**src/rtl/assert_macros.svh**
```systemverilog
// Assertion macros used by the top level RTL file of the block pool allocator.
`ifndef ASSERT_MACROS_SVH
`define ASSERT_MACROS_SVH

// Same-cycle implication, disabled while reset is high.
`define ASSERT_IMP(label, clk, rst, ante, cons, msg) \
   label: assert property (@(posedge clk) disable iff (rst) (ante) |-> (cons)) \
      else $error(msg);

// Next-cycle implication, disabled while reset is high.
`define ASSERT_NXT(label, clk, rst, ante, cons, msg) \
   label: assert property (@(posedge clk) disable iff (rst) (ante) |=> (cons)) \
      else $error(msg);

`endif

```
**src/rtl/fbpa_pkg.sv**
```systemverilog
// Package with the codes, limits and types of the fixed block pool allocator.
`default_nettype none

package fbpa_pkg;

   // Request opcodes carried on req_tuser.
   typedef enum logic [1:0] {
      OP_ALLOC = 2'd0,
      OP_FREE  = 2'd1,
      OP_QUERY = 2'd2
   } opcode_type;

   // Configuration register indexes.
   typedef enum logic [1:0] {
      CSR_POOL_BASE   = 2'd0,
      CSR_BLOCK_SHIFT = 2'd1,
      CSR_BLOCK_COUNT = 2'd2
   } csr_index_type;

   // Sequencer states, one-hot.
   typedef enum logic [2:0] {
      ST_IDLE  = 3'b001,
      ST_EXEC  = 3'b010,
      ST_CLEAR = 3'b100
   } state_type;

   // Field widths of the words on the ports.
   localparam int unsigned SIZE_W  = 32;
   localparam int unsigned FADDR_W = 32;
   localparam int unsigned FREE_W  = 7;
   localparam int unsigned SHIFT_W = 5;
   localparam int unsigned BCNT_W  = 7;

   // Usable range of the block shift, its reset value and the reset value of the block count.
   localparam logic [SHIFT_W-1:0] SHIFT_MIN = 5'd3;
   localparam logic [SHIFT_W-1:0] SHIFT_MAX = 5'd16;
   localparam logic [SHIFT_W-1:0] SHIFT_RST = 5'd4;
   localparam logic [BCNT_W-1:0]  COUNT_RST = 7'd64;

endpackage

`default_nettype wire

```
**src/rtl/fixed_block_pool_allocator_top.sv**
```systemverilog
// Top level of the fixed block pool allocator: LIFO free list in a link memory.
//
//   Channel   Direction  Handshake              Word
//   req_      in         req_tvalid/req_tready  tdata: req_size, block_addr; tuser: opcode
//   rsp_      out        rsp_tvalid/rsp_tready  tdata: result_addr, free_blocks; tuser: status
//   csr_      in         csr_valid/csr_ready    csr_index, csr_data
//
// Each request is accepted in the idle state and then runs an execute step,
// which needs the link memory read of the head block: it is issued from the
// head register and registered in rd_link_ff for the execute step.
// The response register lets a new request be accepted while a response
// waits; a stalled response holds the execute step until it is taken.
// After reset and after every write to a defined register index a clearing
// pass re-chains all MAX_BLOCKS link memory entries, with req_tready low.
// csr_ready is always high.
`default_nettype none
`include "assert_macros.svh"

module fixed_block_pool_allocator_top
   import fbpa_pkg::*;
#(
   parameter int MAX_BLOCKS = 64,
   parameter int ADDR_BITS  = 32
) (
   input  wire logic         clock,
   input  wire logic         reset,
   // Request channel.
   input  wire logic         req_tvalid,
   output logic              req_tready,
   input  wire logic [63:0]  req_tdata,   // [31:0] req_size, [63:32] block_addr
   input  wire logic [1:0]   req_tuser,   // [1:0] opcode
   // Response channel.
   output logic              rsp_tvalid,
   input  wire logic         rsp_tready,
   output logic [39:0]       rsp_tdata,   // [31:0] result_addr, [38:32] free_blocks, pad
   output logic [0:0]        rsp_tuser,   // [0] status
   // Configuration write channel.
   input  wire logic         csr_valid,
   output logic              csr_ready,
   input  wire logic [1:0]   csr_index,
   input  wire logic [31:0]  csr_data
);

   // Derived widths.
   localparam int IW    = (MAX_BLOCKS > 1) ? $clog2(MAX_BLOCKS) : 1;
   localparam int CNT_W = $clog2(MAX_BLOCKS + 1);
   localparam int CMPW  = (CNT_W > BCNT_W) ? CNT_W : BCNT_W;
   localparam int CW    = (ADDR_BITS > 32) ? ADDR_BITS : 32;
   localparam logic [CW-1:0] AMASK = {CW{1'b1}} >> (CW - ADDR_BITS);
   localparam logic [IW-1:0] LAST_IDX = IW'(MAX_BLOCKS - 1);

   // Control registers.
   state_type            state_ff, state_in;
   logic [IW-1:0]        clr_idx_ff, clr_idx_in;
   logic [IW-1:0]        head_ff, head_in;
   logic [CNT_W-1:0]     free_count_ff, free_count_in;
   logic                 rsp_valid_ff, rsp_valid_in;
   logic [31:0]          pool_base_ff, pool_base_in;
   logic [SHIFT_W-1:0]   shift_ff, shift_in;
   logic [BCNT_W-1:0]    count_ff, count_in;

   // Payload registers.
   logic [1:0]           op_ff;
   logic                 size_ok_ff;
   logic [CW-1:0]        offset_ff;
   logic                 rsp_status_ff;
   logic [FADDR_W-1:0]   rsp_addr_ff;
   logic [FREE_W-1:0]    rsp_free_ff;
   logic [IW-1:0]        rd_link_ff;

   // Link memory.
   logic [IW-1:0]        link_mem [MAX_BLOCKS];
   logic                 mem_we;
   logic [IW-1:0]        mem_wa;
   logic [IW-1:0]        mem_wd;

   // Combinational terms.
   logic                 req_fire;
   logic                 csr_fire;
   logic                 exec_go;
   logic [SHIFT_W-1:0]   sh_eff;
   logic [CNT_W-1:0]     n_eff;
   logic [SIZE_W-1:0]    bsize;
   logic [CW-1:0]        bmask;
   logic [CW-1:0]        psize;
   logic [CW-1:0]        psize_last;
   logic [CW-1:0]        offset_in;
   logic [IW:0]          clr_next;
   logic [IW-1:0]        clr_link;
   logic                 clr_last;
   logic [IW-1:0]        free_idx;
   logic [CW-1:0]        alloc_addr;
   logic                 exec_status;
   logic [FADDR_W-1:0]   exec_addr;

   assign req_tready = (state_ff == ST_IDLE);
   assign csr_ready  = 1'b1;
   assign req_fire   = req_tvalid & req_tready;
   assign csr_fire   = csr_valid & csr_ready;
   assign exec_go    = (state_ff == ST_EXEC) && (!rsp_valid_ff || rsp_tready);

   // Effective shift and count, clamped to their usable ranges.
   always_comb begin
      priority if (shift_ff < SHIFT_MIN) begin
         sh_eff = SHIFT_MIN;
      end else if (shift_ff > SHIFT_MAX) begin
         sh_eff = SHIFT_MAX;
      end else begin
         sh_eff = shift_ff;
      end
      priority if (count_ff == '0) begin
         n_eff = CNT_W'(1);
      end else if (CMPW'(count_ff) > CMPW'(MAX_BLOCKS)) begin
         n_eff = CNT_W'(MAX_BLOCKS);
      end else begin
         n_eff = CNT_W'(count_ff);
      end
   end

   // Block and pool sizes follow from the configuration alone.
   assign bsize      = SIZE_W'(1) << sh_eff;
   assign bmask      = CW'(bsize) - CW'(1);
   assign psize      = CW'(n_eff) << sh_eff;
   assign psize_last = psize - CW'(bsize);

   // Byte offset from the pool base, wrapped to the address width.
   assign offset_in  = (CW'(req_tdata[63:32]) - CW'(pool_base_ff)) & AMASK;

   // Link value written by the clearing pass: the next index, or zero at the end.
   assign clr_next = {1'b0, clr_idx_ff} + (IW+1)'(1);
   assign clr_link = (clr_next < (IW+1)'(n_eff)) ? clr_next[IW-1:0] : '0;
   assign clr_last = (clr_idx_ff == LAST_IDX);

   // Addresses of the execute step.
   assign free_idx   = IW'(offset_ff >> sh_eff);
   assign alloc_addr = (CW'(pool_base_ff) + (CW'(head_ff) << sh_eff)) & AMASK;

   // Sequencer, free list update and configuration writes.
   always_comb begin
      state_in      = state_ff;
      clr_idx_in    = clr_idx_ff;
      head_in       = head_ff;
      free_count_in = free_count_ff;
      pool_base_in  = pool_base_ff;
      shift_in      = shift_ff;
      count_in      = count_ff;
      rsp_valid_in  = rsp_valid_ff;
      mem_we        = 1'b0;
      mem_wa        = clr_idx_ff;
      mem_wd        = clr_link;
      exec_status   = 1'b1;
      exec_addr     = '0;

      if (rsp_tready) begin
         rsp_valid_in = 1'b0;
      end

      unique case (state_ff)
         ST_IDLE: begin
            if (req_fire) begin
               state_in = ST_EXEC;
            end
         end
         ST_EXEC: begin
            // rd_link_ff holds the link of the current head: the head last changed
            // before this request was accepted, and acceptance does not change it.
            unique case (op_ff)
               OP_ALLOC: begin
                  if (size_ok_ff && (free_count_ff != '0)) begin
                     exec_status = 1'b0;
                     exec_addr   = alloc_addr[FADDR_W-1:0];
                  end
               end
               OP_FREE: begin
                  if (size_ok_ff && (offset_ff < psize) && ((offset_ff & bmask) == '0)
                      && (free_count_ff < n_eff)) begin
                     exec_status = 1'b0;
                  end
               end
               OP_QUERY: begin
                  if (size_ok_ff && (offset_ff <= psize_last)) begin
                     exec_status = 1'b0;
                  end
               end
               default: begin
                  exec_status = 1'b1;
               end
            endcase
            if (exec_go) begin
               state_in     = ST_IDLE;
               rsp_valid_in = 1'b1;
               if (!exec_status && (op_ff == OP_ALLOC)) begin
                  head_in       = rd_link_ff;
                  free_count_in = free_count_ff - CNT_W'(1);
               end
               if (!exec_status && (op_ff == OP_FREE)) begin
                  mem_we        = 1'b1;
                  mem_wa        = free_idx;
                  mem_wd        = head_ff;
                  head_in       = free_idx;
                  free_count_in = free_count_ff + CNT_W'(1);
               end
            end
         end
         ST_CLEAR: begin
            mem_we = 1'b1;
            if (clr_last) begin
               state_in      = ST_IDLE;
               free_count_in = n_eff;
            end else begin
               clr_idx_in = clr_idx_ff + IW'(1);
            end
         end
         default: begin
            state_in   = ST_CLEAR;
            clr_idx_in = '0;
         end
      endcase

      // A write to a defined register index re-chains the whole pool.
      if (csr_fire) begin
         unique case (csr_index)
            CSR_POOL_BASE: begin
               pool_base_in = csr_data;
               state_in     = ST_CLEAR;
            end
            CSR_BLOCK_SHIFT: begin
               shift_in = csr_data[SHIFT_W-1:0];
               state_in = ST_CLEAR;
            end
            CSR_BLOCK_COUNT: begin
               count_in = csr_data[BCNT_W-1:0];
               state_in = ST_CLEAR;
            end
            default: begin
               pool_base_in = pool_base_ff;
            end
         endcase
         if (state_in == ST_CLEAR) begin
            clr_idx_in = '0;
            head_in    = '0;
         end
      end
   end

   // Control registers.
   always_ff @(posedge clock) begin
      if (reset) begin
         state_ff      <= ST_CLEAR;
         clr_idx_ff    <= '0;
         head_ff       <= '0;
         free_count_ff <= '0;
         rsp_valid_ff  <= 1'b0;
         pool_base_ff  <= '0;
         shift_ff      <= SHIFT_RST;
         count_ff      <= COUNT_RST;
      end else begin
         state_ff      <= state_in;
         clr_idx_ff    <= clr_idx_in;
         head_ff       <= head_in;
         free_count_ff <= free_count_in;
         rsp_valid_ff  <= rsp_valid_in;
         pool_base_ff  <= pool_base_in;
         shift_ff      <= shift_in;
         count_ff      <= count_in;
      end
   end

   // Request capture and response register.
   always_ff @(posedge clock) begin
      if (req_fire) begin
         op_ff      <= req_tuser;
         size_ok_ff <= (req_tdata[31:0] == bsize);
         offset_ff  <= offset_in;
      end
      if (exec_go) begin
         rsp_status_ff <= exec_status;
         rsp_addr_ff   <= exec_addr;
         rsp_free_ff   <= FREE_W'(free_count_in);
      end
   end

   // Link memory: one write port, one registered read at the head.
   always_ff @(posedge clock) begin
      if (mem_we) begin
         link_mem[mem_wa] <= mem_wd;
      end
      rd_link_ff <= link_mem[head_ff];
   end

   assign rsp_tvalid = rsp_valid_ff;
   assign rsp_tdata  = {1'b0, rsp_free_ff, rsp_addr_ff};
   assign rsp_tuser  = rsp_status_ff;

   // An accepted request goes straight to execute unless a defined register is written.
   `ASSERT_NXT(a_accept_exec, clock, reset, req_fire && !csr_fire, state_ff == ST_EXEC, "accept did not lead to execute")
   // The free list never holds more blocks than the pool has.
   `ASSERT_IMP(a_count_bound, clock, reset, state_ff != ST_CLEAR, free_count_ff <= n_eff, "free count above pool size")
   // An execute step always leaves a response behind.
   `ASSERT_NXT(a_exec_rsp, clock, reset, exec_go, rsp_valid_ff, "execute produced no response")
   // The clearing pass ends idle with the head on block zero.
   `ASSERT_NXT(a_clear_end, clock, reset, (state_ff == ST_CLEAR) && clr_last && !csr_fire, (state_ff == ST_IDLE) && (head_ff == '0), "clearing pass ended badly")

endmodule

`default_nettype wire
```
**config.mk**
```make
export PLATFORM = sky130hd
export DESIGN_NAME = fixed_block_pool_allocator_top
export DESIGN_NICKNAME = d
export VERILOG_FILES = /design/src/rtl/fbpa_pkg.sv /design/src/rtl/fixed_block_pool_allocator_top.sv
export VERILOG_INCLUDE_DIRS = /design/src /design/src/rtl
export SDC_FILE = /design/constraint.sdc
export NUM_CORES = 1
export LEC_CHECK = 0
export BUFFER_PORTS_ARGS = -buffer_cell sky130_fd_sc_hd__buf_4
export CAP_MARGIN = 10
export CORE_MARGIN = 4
export CORE_UTILIZATION = 39
export CTS_BUF_LIST = sky130_fd_sc_hd__clkbuf_16
export DETAILED_ROUTE_END_ITERATION = 7
export PLACE_DENSITY = 0.56
export SYNTH_ARGS = -nofsm -noshare
export SYNTH_HDL_FRONTEND = slang
export SYNTH_SLANG_ARGS = --single-unit
export TNS_END_PERCENT = 10
```
**constraint.sdc**
```tcl
create_clock -name clock -period 8.2 [get_ports clock]
set_input_delay 1.64 -clock clock [delete_from_list [all_inputs] [get_ports clock]]
set_output_delay 1.64 -clock clock [all_outputs]
set_load 0.01 [all_outputs]
```
==> results of run 1 <==
==> worst max-delay path, cell delays in order, from the launching register on <==
cell and delay [ns]:
dfxtp_1 0.68, buf_4 0.29, nor2_1 0.10, o21ai_2 0.75, o21ai_0 0.32, nand2_1 0.13
o21ai_0 0.23, inv_1 0.12, ha_1 0.24, a21o_1 0.18, a21o_1 0.17, a21oi_1 0.15
o221ai_1 0.15, a2111oi_1 0.46, nand3_1 0.57, nor3_2 0.74, buf_4 0.31, nand3_1 0.28
a211oi_1 0.93
==> per-layer routing <==
metal | track usage (%) | share of wire (%) | up-vias
met3 | 2.68 | 5.6 | 152
met4 | 5.56 | 2.6 | 0
met2 | 37.8 | 51 | 691
met1 | 27.5 | 41 | 10275
li1 | - | - | 9530
met5 | 0 | 0 | -
==> power by group <==
part	internal [uW]	total [uW]	switching (uW)	leakage [uW]
combinational	269	645	376	0.00631
sequential	2930	2950	13.3	0.00456
clock	1470	2560	1090	0.000954
total	4680	6160	1480	0.0118
==> state kept, by name (all words and copies together) (netlist names) <==
register,flops
link_mem,384
offset_ff,32
pool_base_ff,32
rsp_addr_ff,32
count_ff,7
free_count_ff,7
rsp_free_ff,7
clr_idx_ff,6
head_ff,6
rd_link_ff,6
shift_ff,5
state_ff,3
op_ff,2
rsp_tuser,1
rsp_tvalid,1
size_ok_ff,1
==> worst paths after layout <==
kind / endpoint / slack (ns)
hold reg to reg: pool_base_ff[21] / 0.48
hold / removal: pool_base_ff[21] / 0.48
setup reg to reg: link_mem[56][4] / 0.99
setup / recovery: link_mem[56][4] / 0.99
==> logic make-up after synthesis <==
logic type | after synthesis | synth area share, %
AOI/OAI and AO/OA | 513 | 11.4
xor gates and xnor gates | 90 | 2.69
adders and majority gates | 176 | 7.59
buffers and inverters | 205 | 2.75
DFF | 532 | 52.0
muxes | 181 | 12.2
other | 2 | 0.0256
and+or+nand+nor | 699 | 11.4
==> layout make-up <==
type	count	area (um2)
Antenna cell	1	2.50
Clock buffer	56	1400
Clock inverter	47	478
Fill cell	6779	40900
Inverter	100	375
Multi-Input combinational cell	1717	13500
Sequential cell	532	15300
Tap cell	969	1210
Timing Repair Buffer	178	1340
==> cell usage in the layout (no fill, tap or decap), drive strengths merged, types with 7 or more instances in the layout <==
master,synthesis,routed
o21bai,18,18
xnor2,43,43
mux2i,39,39
ha,173,173
nor2,194,194
nand2b,31,31
o31ai,10,10
and3,23,23
clkinv,0,23
a21oi,160,160
o211ai,9,9
a22o,8,8
buf,31,178
or3,15,15
and2,11,11
o22ai,14,14
o21ai,77,77
a22oi,13,13
nor2b,42,42
edfxtp,459,459
a31oi,28,28
nand4,29,29
inv,100,114
nand3,44,44
mux4,139,139
o21a,36,36
or2,10,10
conb,2,58
a221oi,8,8
nor3,63,63
a211oi,19,19
nand2,188,188
bufinv,0,7
nor4,18,18
clkbuf,74,56
xor2,47,47
dfxtp,73,73
a21o,53,53
==> stage by stage <==
stage	hold slack [ns]	instance area [um2]	std cells	total power, uW
floorplan	0.454	29500	2454	3440
global route	0.515	33600	3599	6400
CTS	0.481	33600	3598	6210
global placement	0.468	31700	3494	3630
detailed placement	0.473	31700	3495	3640
finish	0.479	33600	3600	6160
==> impl_metrics.csv, run 1 <==
group,metric,value,unit
status,status,"finished, final reports clean",
clock_tree,post_cts_buffers,0,
yosys,yosys-top-cells-count,"459 x edfxtp_1, 193 x nor2_1, 187 x nand2_1, 173 x ha_1, 158 x a21oi_1",
critical_path,r2r-start,"shift_ff[2]",
grt,grt-ovfl-total,0,
power,leakagePower,0.0118,uW
clock_tree,clockBufferDepth,3,
drt,via_count,20648,
clock_tree,cts.sinks,532,
sta,setup_viol,0,
clock_tree,clk_pin_slew,0.06,ns
critical_path,cp.required,8.43,ns
yosys,synth_seq_area_share,52.0,%
critical_path,start_kind,"flip-flop",
critical_path,worstSetupStartpoint,"shift_ff[2]",
clock_tree,cts-buffers-inserted,56,
clock_tree,ctsResizeCount,0,
min_path,holdPathStages,2,
critical_path,cp.arrival,7.43,ns
yosys,synth.distinct_cells,83,
die,initial_utilization,39.4,%
sta,slew_headroom,15.6,%
drt,via_per_inst,5.74,
sta,fmax,139,MHz
clock_tree,htreeDepth,2,
yosys,ys_warn_count,0,
sta,rsz0062_at_grt,"no",
clock_tree,holdBufCountCts,0,
grt,grtUsageTotal,21.2,%
grt,grt_max_degree,56,
clock_tree,cts_tree,"built",
die,die_x,282,um
critical_path,critPathMaxFanout,25,
sta,hold_viol_final,0,
grt,grt_pass1_vias,20914,
yosys,synth_enable_flop_cells,459,
sta,skew,0.0497,ns
yosys,synth_top_flop_cell,"edfxtp_1",
power,ir_worst_vdd,0.229,mV
drt,drt-initial-drc-count,1799,
cells_and_area,nets,2866,
drt,drtPass1Iterations,6,
yosys,synth_area,29300,um2
drt,drc,0,
run,drv_cap,0,
yosys,synth.avg_cell_area,12.2,um2
yosys,synth_top_area_share,47.0,%
drt,postRouteAntennaNets,0,
yosys,synth.most_common_cell,"edfxtp_1",
yosys,synth.largest_area_cell,"edfxtp_1",
die,ioPinCount,149,
grt,grt_pass1_wl,129000,um
clock_tree,clk_latency,0.65,ns
yosys,netlist_instances,2398,
die,dieArea,79600,um2
cells_and_area,finish.utilization,45.1,%
placement,gp_congestion,0.928,
yosys,synthTopCellsByArea,"edfxtp_1 47%, mux4_2 11%, ha_1 7.4%",
drt,routed_wl,85800,um
critical_path,rr_worst_depth,18,
sta,fin_ws,0.994,ns
clock_tree,cts_root_buf,"clkbuf_16",
grt,antenna_found_initial,1,
min_path,min_from,"pool_base_ff[21]",
drt,post_drt_wl_per_cell,23.8,um
yosys,async_flop_share,0,%
die,coreArea,74400,um2
placement,dp_hpwl,62900,um
placement,post-place-ws,1.17,ns
die,die_h,282,um
sta,fin_setup_tns,0,ns
yosys,ys_ff_latch,532,
cells_and_area,area_growth,14.5,%
power,pwr_density_cell,183,nW/um2
critical_path,critPathCaptureType,"flip-flop",
sta,tightest_slew,1.25,ns
sta,min_period,7.21,ns
die,row_count,100,
sta,fin_crit_sh,87.9,%
sta,slew_violations,0,
placement,port_buffers,146,
critical_path,critPathKind,"reg -> reg",
cells_and_area,drive_gt1_share,16.7,%
min_path,hold_path.class,"reg -> reg",
Power figures use the tool's default switching activity.
==> inputs of run 2 (changes only) <==
--- a/config.mk
+++ b/config.mk
@@ -8,11 +8,13 @@
 export LEC_CHECK = 0
 export BUFFER_PORTS_ARGS = -buffer_cell sky130_fd_sc_hd__buf_4
 export CAP_MARGIN = 10
+export CELL_PAD_IN_SITES_DETAIL_PLACEMENT = 2
+export CELL_PAD_IN_SITES_GLOBAL_PLACEMENT = 2
 export CORE_MARGIN = 4
 export CORE_UTILIZATION = 39
 export CTS_BUF_LIST = sky130_fd_sc_hd__clkbuf_16
 export DETAILED_ROUTE_END_ITERATION = 7
-export PLACE_DENSITY = 0.56
+export PLACE_DENSITY = 0.75
 export SYNTH_ARGS = -nofsm -noshare
 export SYNTH_HDL_FRONTEND = slang
 export SYNTH_SLANG_ARGS = --single-unit
==> impl_metrics.csv, run 2 (synthesis gave the netlist of run 1 again) <==
group,metric,value,unit
cells_and_area,drive_gt1_share,17.2,%
cells_and_area,mostFrequentLayoutCells,"459 x edfxtp_1, 193 x nor2_1, 187 x nand2_1",
sta,setup_viol,0,
die,row_count,100,
cells_and_area,nets,2867,
cells_and_area,area_growth,14.9,%
critical_path,start_kind,"flip-flop",
clock_tree,clk_latency,0.66,ns
grt,grt_pass1_wl,153000,um
die,dieArea,79600,um2
die,die_x,282,um
drt,via_count,21325,
min_path,hold_path.class,"reg -> reg",
drt,postRouteAntennaNets,0,
critical_path,worstSetupStartpoint,"shift_ff[3]",
grt,antenna_found_initial,4,
drt,drt-initial-drc-count,1428,
critical_path,reg2reg_slack,0.84,ns
cells_and_area,finish.utilization,45.3,%
placement,post-place-ws,0.978,ns
placement,placed_area,31700,um2
clock_tree,clk_pin_slew,0.06,ns
drt,post_drt_wl_per_cell,28.3,um
critical_path,r2r-start,"shift_ff[3]",
sta,hold_ws,0.489,ns
critical_path,cp.arrival,7.59,ns
placement,dp_hpwl,74400,um
sta,slew_violations,0,
cells_and_area,regMostFlops,"link_mem",
drt,routed_wl,102000,um
clock_tree,ctsResizeCount,0,
cells_and_area,fin_area,33700,um2
cells_and_area,largest_reg_flops,384,
critical_path,cpPeakStageDelay,1.09,ns
critical_path,critPathCaptureType,"flip-flop",
grt,grt-ovfl-total,0,
critical_path,cp_slowest_cell,"nor3b_1",
min_path,holdPathStages,2,
sta,rsz0062_at_grt,"no",
critical_path,critPathMaxFanout,21,
clock_tree,cts.sinks,532,
clock_tree,post_cts_buffers,0,
power,leakagePower,0.0119,uW
sta,skew,0.0481,ns
sta,fin_crit_sh,89.8,%
sta,fin_setup_tns,0,ns
critical_path,cp_num_cells,17,
critical_path,critPathKind,"reg -> reg",
sta,fin_ws,0.840,ns
clock_tree,clockBufferDepth,3,
placement,port_buffers,146,
critical_path,crit_family,"simple AND/OR/NAND/NOR gates",
sta,min_period,7.36,ns
clock_tree,cts_tree,"built",
min_path,min_from,"pool_base_ff[14]",
grt,grt_max_degree,70,
power,pwr_density_cell,190,nW/um2
run,drv_cap,0,
sta,slew_headroom,14.1,%
critical_path,cp.required,8.42,ns
drt,via_per_inst,5.91,
die,ioPinCount,149,
power,pwr-share-comb,10.5,%
power,power.switching,1590,uW
drt,drc,0,
power,seqPwrFrac,46.0,%
critical_path,worstSetupEndpoint,"link_mem[24][2]",
power,power.internal,4820,uW
clock_tree,htreeDepth,2,
cells_and_area,final_common_cell,"edfxtp_1",
power,ir_worst_vdd,0.239,mV
clock_tree,cts_root_buf,"clkbuf_16",
critical_path,crit_buf_inv,1,
sta,fmax,136,MHz
die,die_h,282,um
placement,gp_congestion,0.911,
power,swShare,24.8,%
critical_path,rr_worst_depth,17,
clock_tree,holdBufCountCts,0,
drt,drtPass1Iterations,5,
status,status,"finished, final reports clean",
critical_path,r2r-end,"link_mem[24][2]",
die,initial_utilization,39.4,%
clock_tree,cts-buffers-inserted,58,
critical_path,crit_chain,"nor2_1, o21ai_2, nand2_1, a21oi_1, nand2_1, o21ai_0, inv_1, ha_1, a21o_1, a21o_1, a21oi_1, o221ai_1, a2111oi_1, nand3_1, nor3_2, a21oi_2, nor3b_1",
grt,grt_pass1_vias,23459,
grt,grtUsageTotal,25.4,%
die,coreArea,74400,um2
power,power_frac_clock,43.4,%
sta,tightest_slew,1.29,ns
sta,hold_viol_final,0,
-- run 2: layer usage --
metal / vias up / wire length, um / global-route usage (%)
met3: 185 / 3980 / 2.95
met5: - / 45 / 0
li1: 9523 / - / -
met2: 548 / 54100 / 47.4
met4: 6 / 3590 / 8.40
met1: 11063 / 40400 / 30.5
-- run 2: worst min-delay path by stage --
stage,to,slack (ns)
2_1_floorplan,pool_base_ff[10],0.45
6_report,pool_base_ff[14],0.49
5_1_grt,pool_base_ff[21],0.51
3_5_place_dp,pool_base_ff[4],0.49
3_3_place_gp,pool_base_ff[21],0.47
4_1_cts,pool_base_ff[4],0.50
-- run 2: power groups by stage --
stage	clock [uW]	combinational [uW]	sequential (uW)
6_report	2780	676	2950
5_1_grt	2950	742	2950
4_1_cts	2830	666	2950
3_5_place_dp	0	658	3010
3_3_place_gp	0	625	3000
2_1_floorplan	0	441	3000
-- run 2: area by class of cell --
cell class	instances	area, um2
Antenna cell	2	5.00
Inverter	100	375
Clock inverter	51	559
Multi-Input combinational cell	1717	13500
Sequential cell	532	15300
Clock buffer	58	1450
Fill cell	7450	40800
Tap cell	969	1210
Timing Repair Buffer	177	1330
-- run 2: stage by stage --
step           power, uW  instances
6_report            6410       3606
5_1_grt             6640       3604
4_1_cts             6440       3603
3_5_place_dp        3660       3494
3_3_place_gp        3630       3494
2_1_floorplan       3440       2454
-- run 2: worst reg2reg max path: stages (launching register included) --
cell       delay, ns
dfxtp_1         0.68
nor2_1          0.17
o21ai_2         0.69
nand2_1         0.13
a21oi_1         0.33
nand2_1         0.09
o21ai_0         0.28
inv_1           0.10
ha_1            0.20
a21o_1          0.15
a21o_1          0.17
a21oi_1         0.16
o221ai_1        0.17
a2111oi_1       0.52
nand3_1         0.59
nor3_2          0.94
a21oi_2         0.47
nor3b_1         1.10
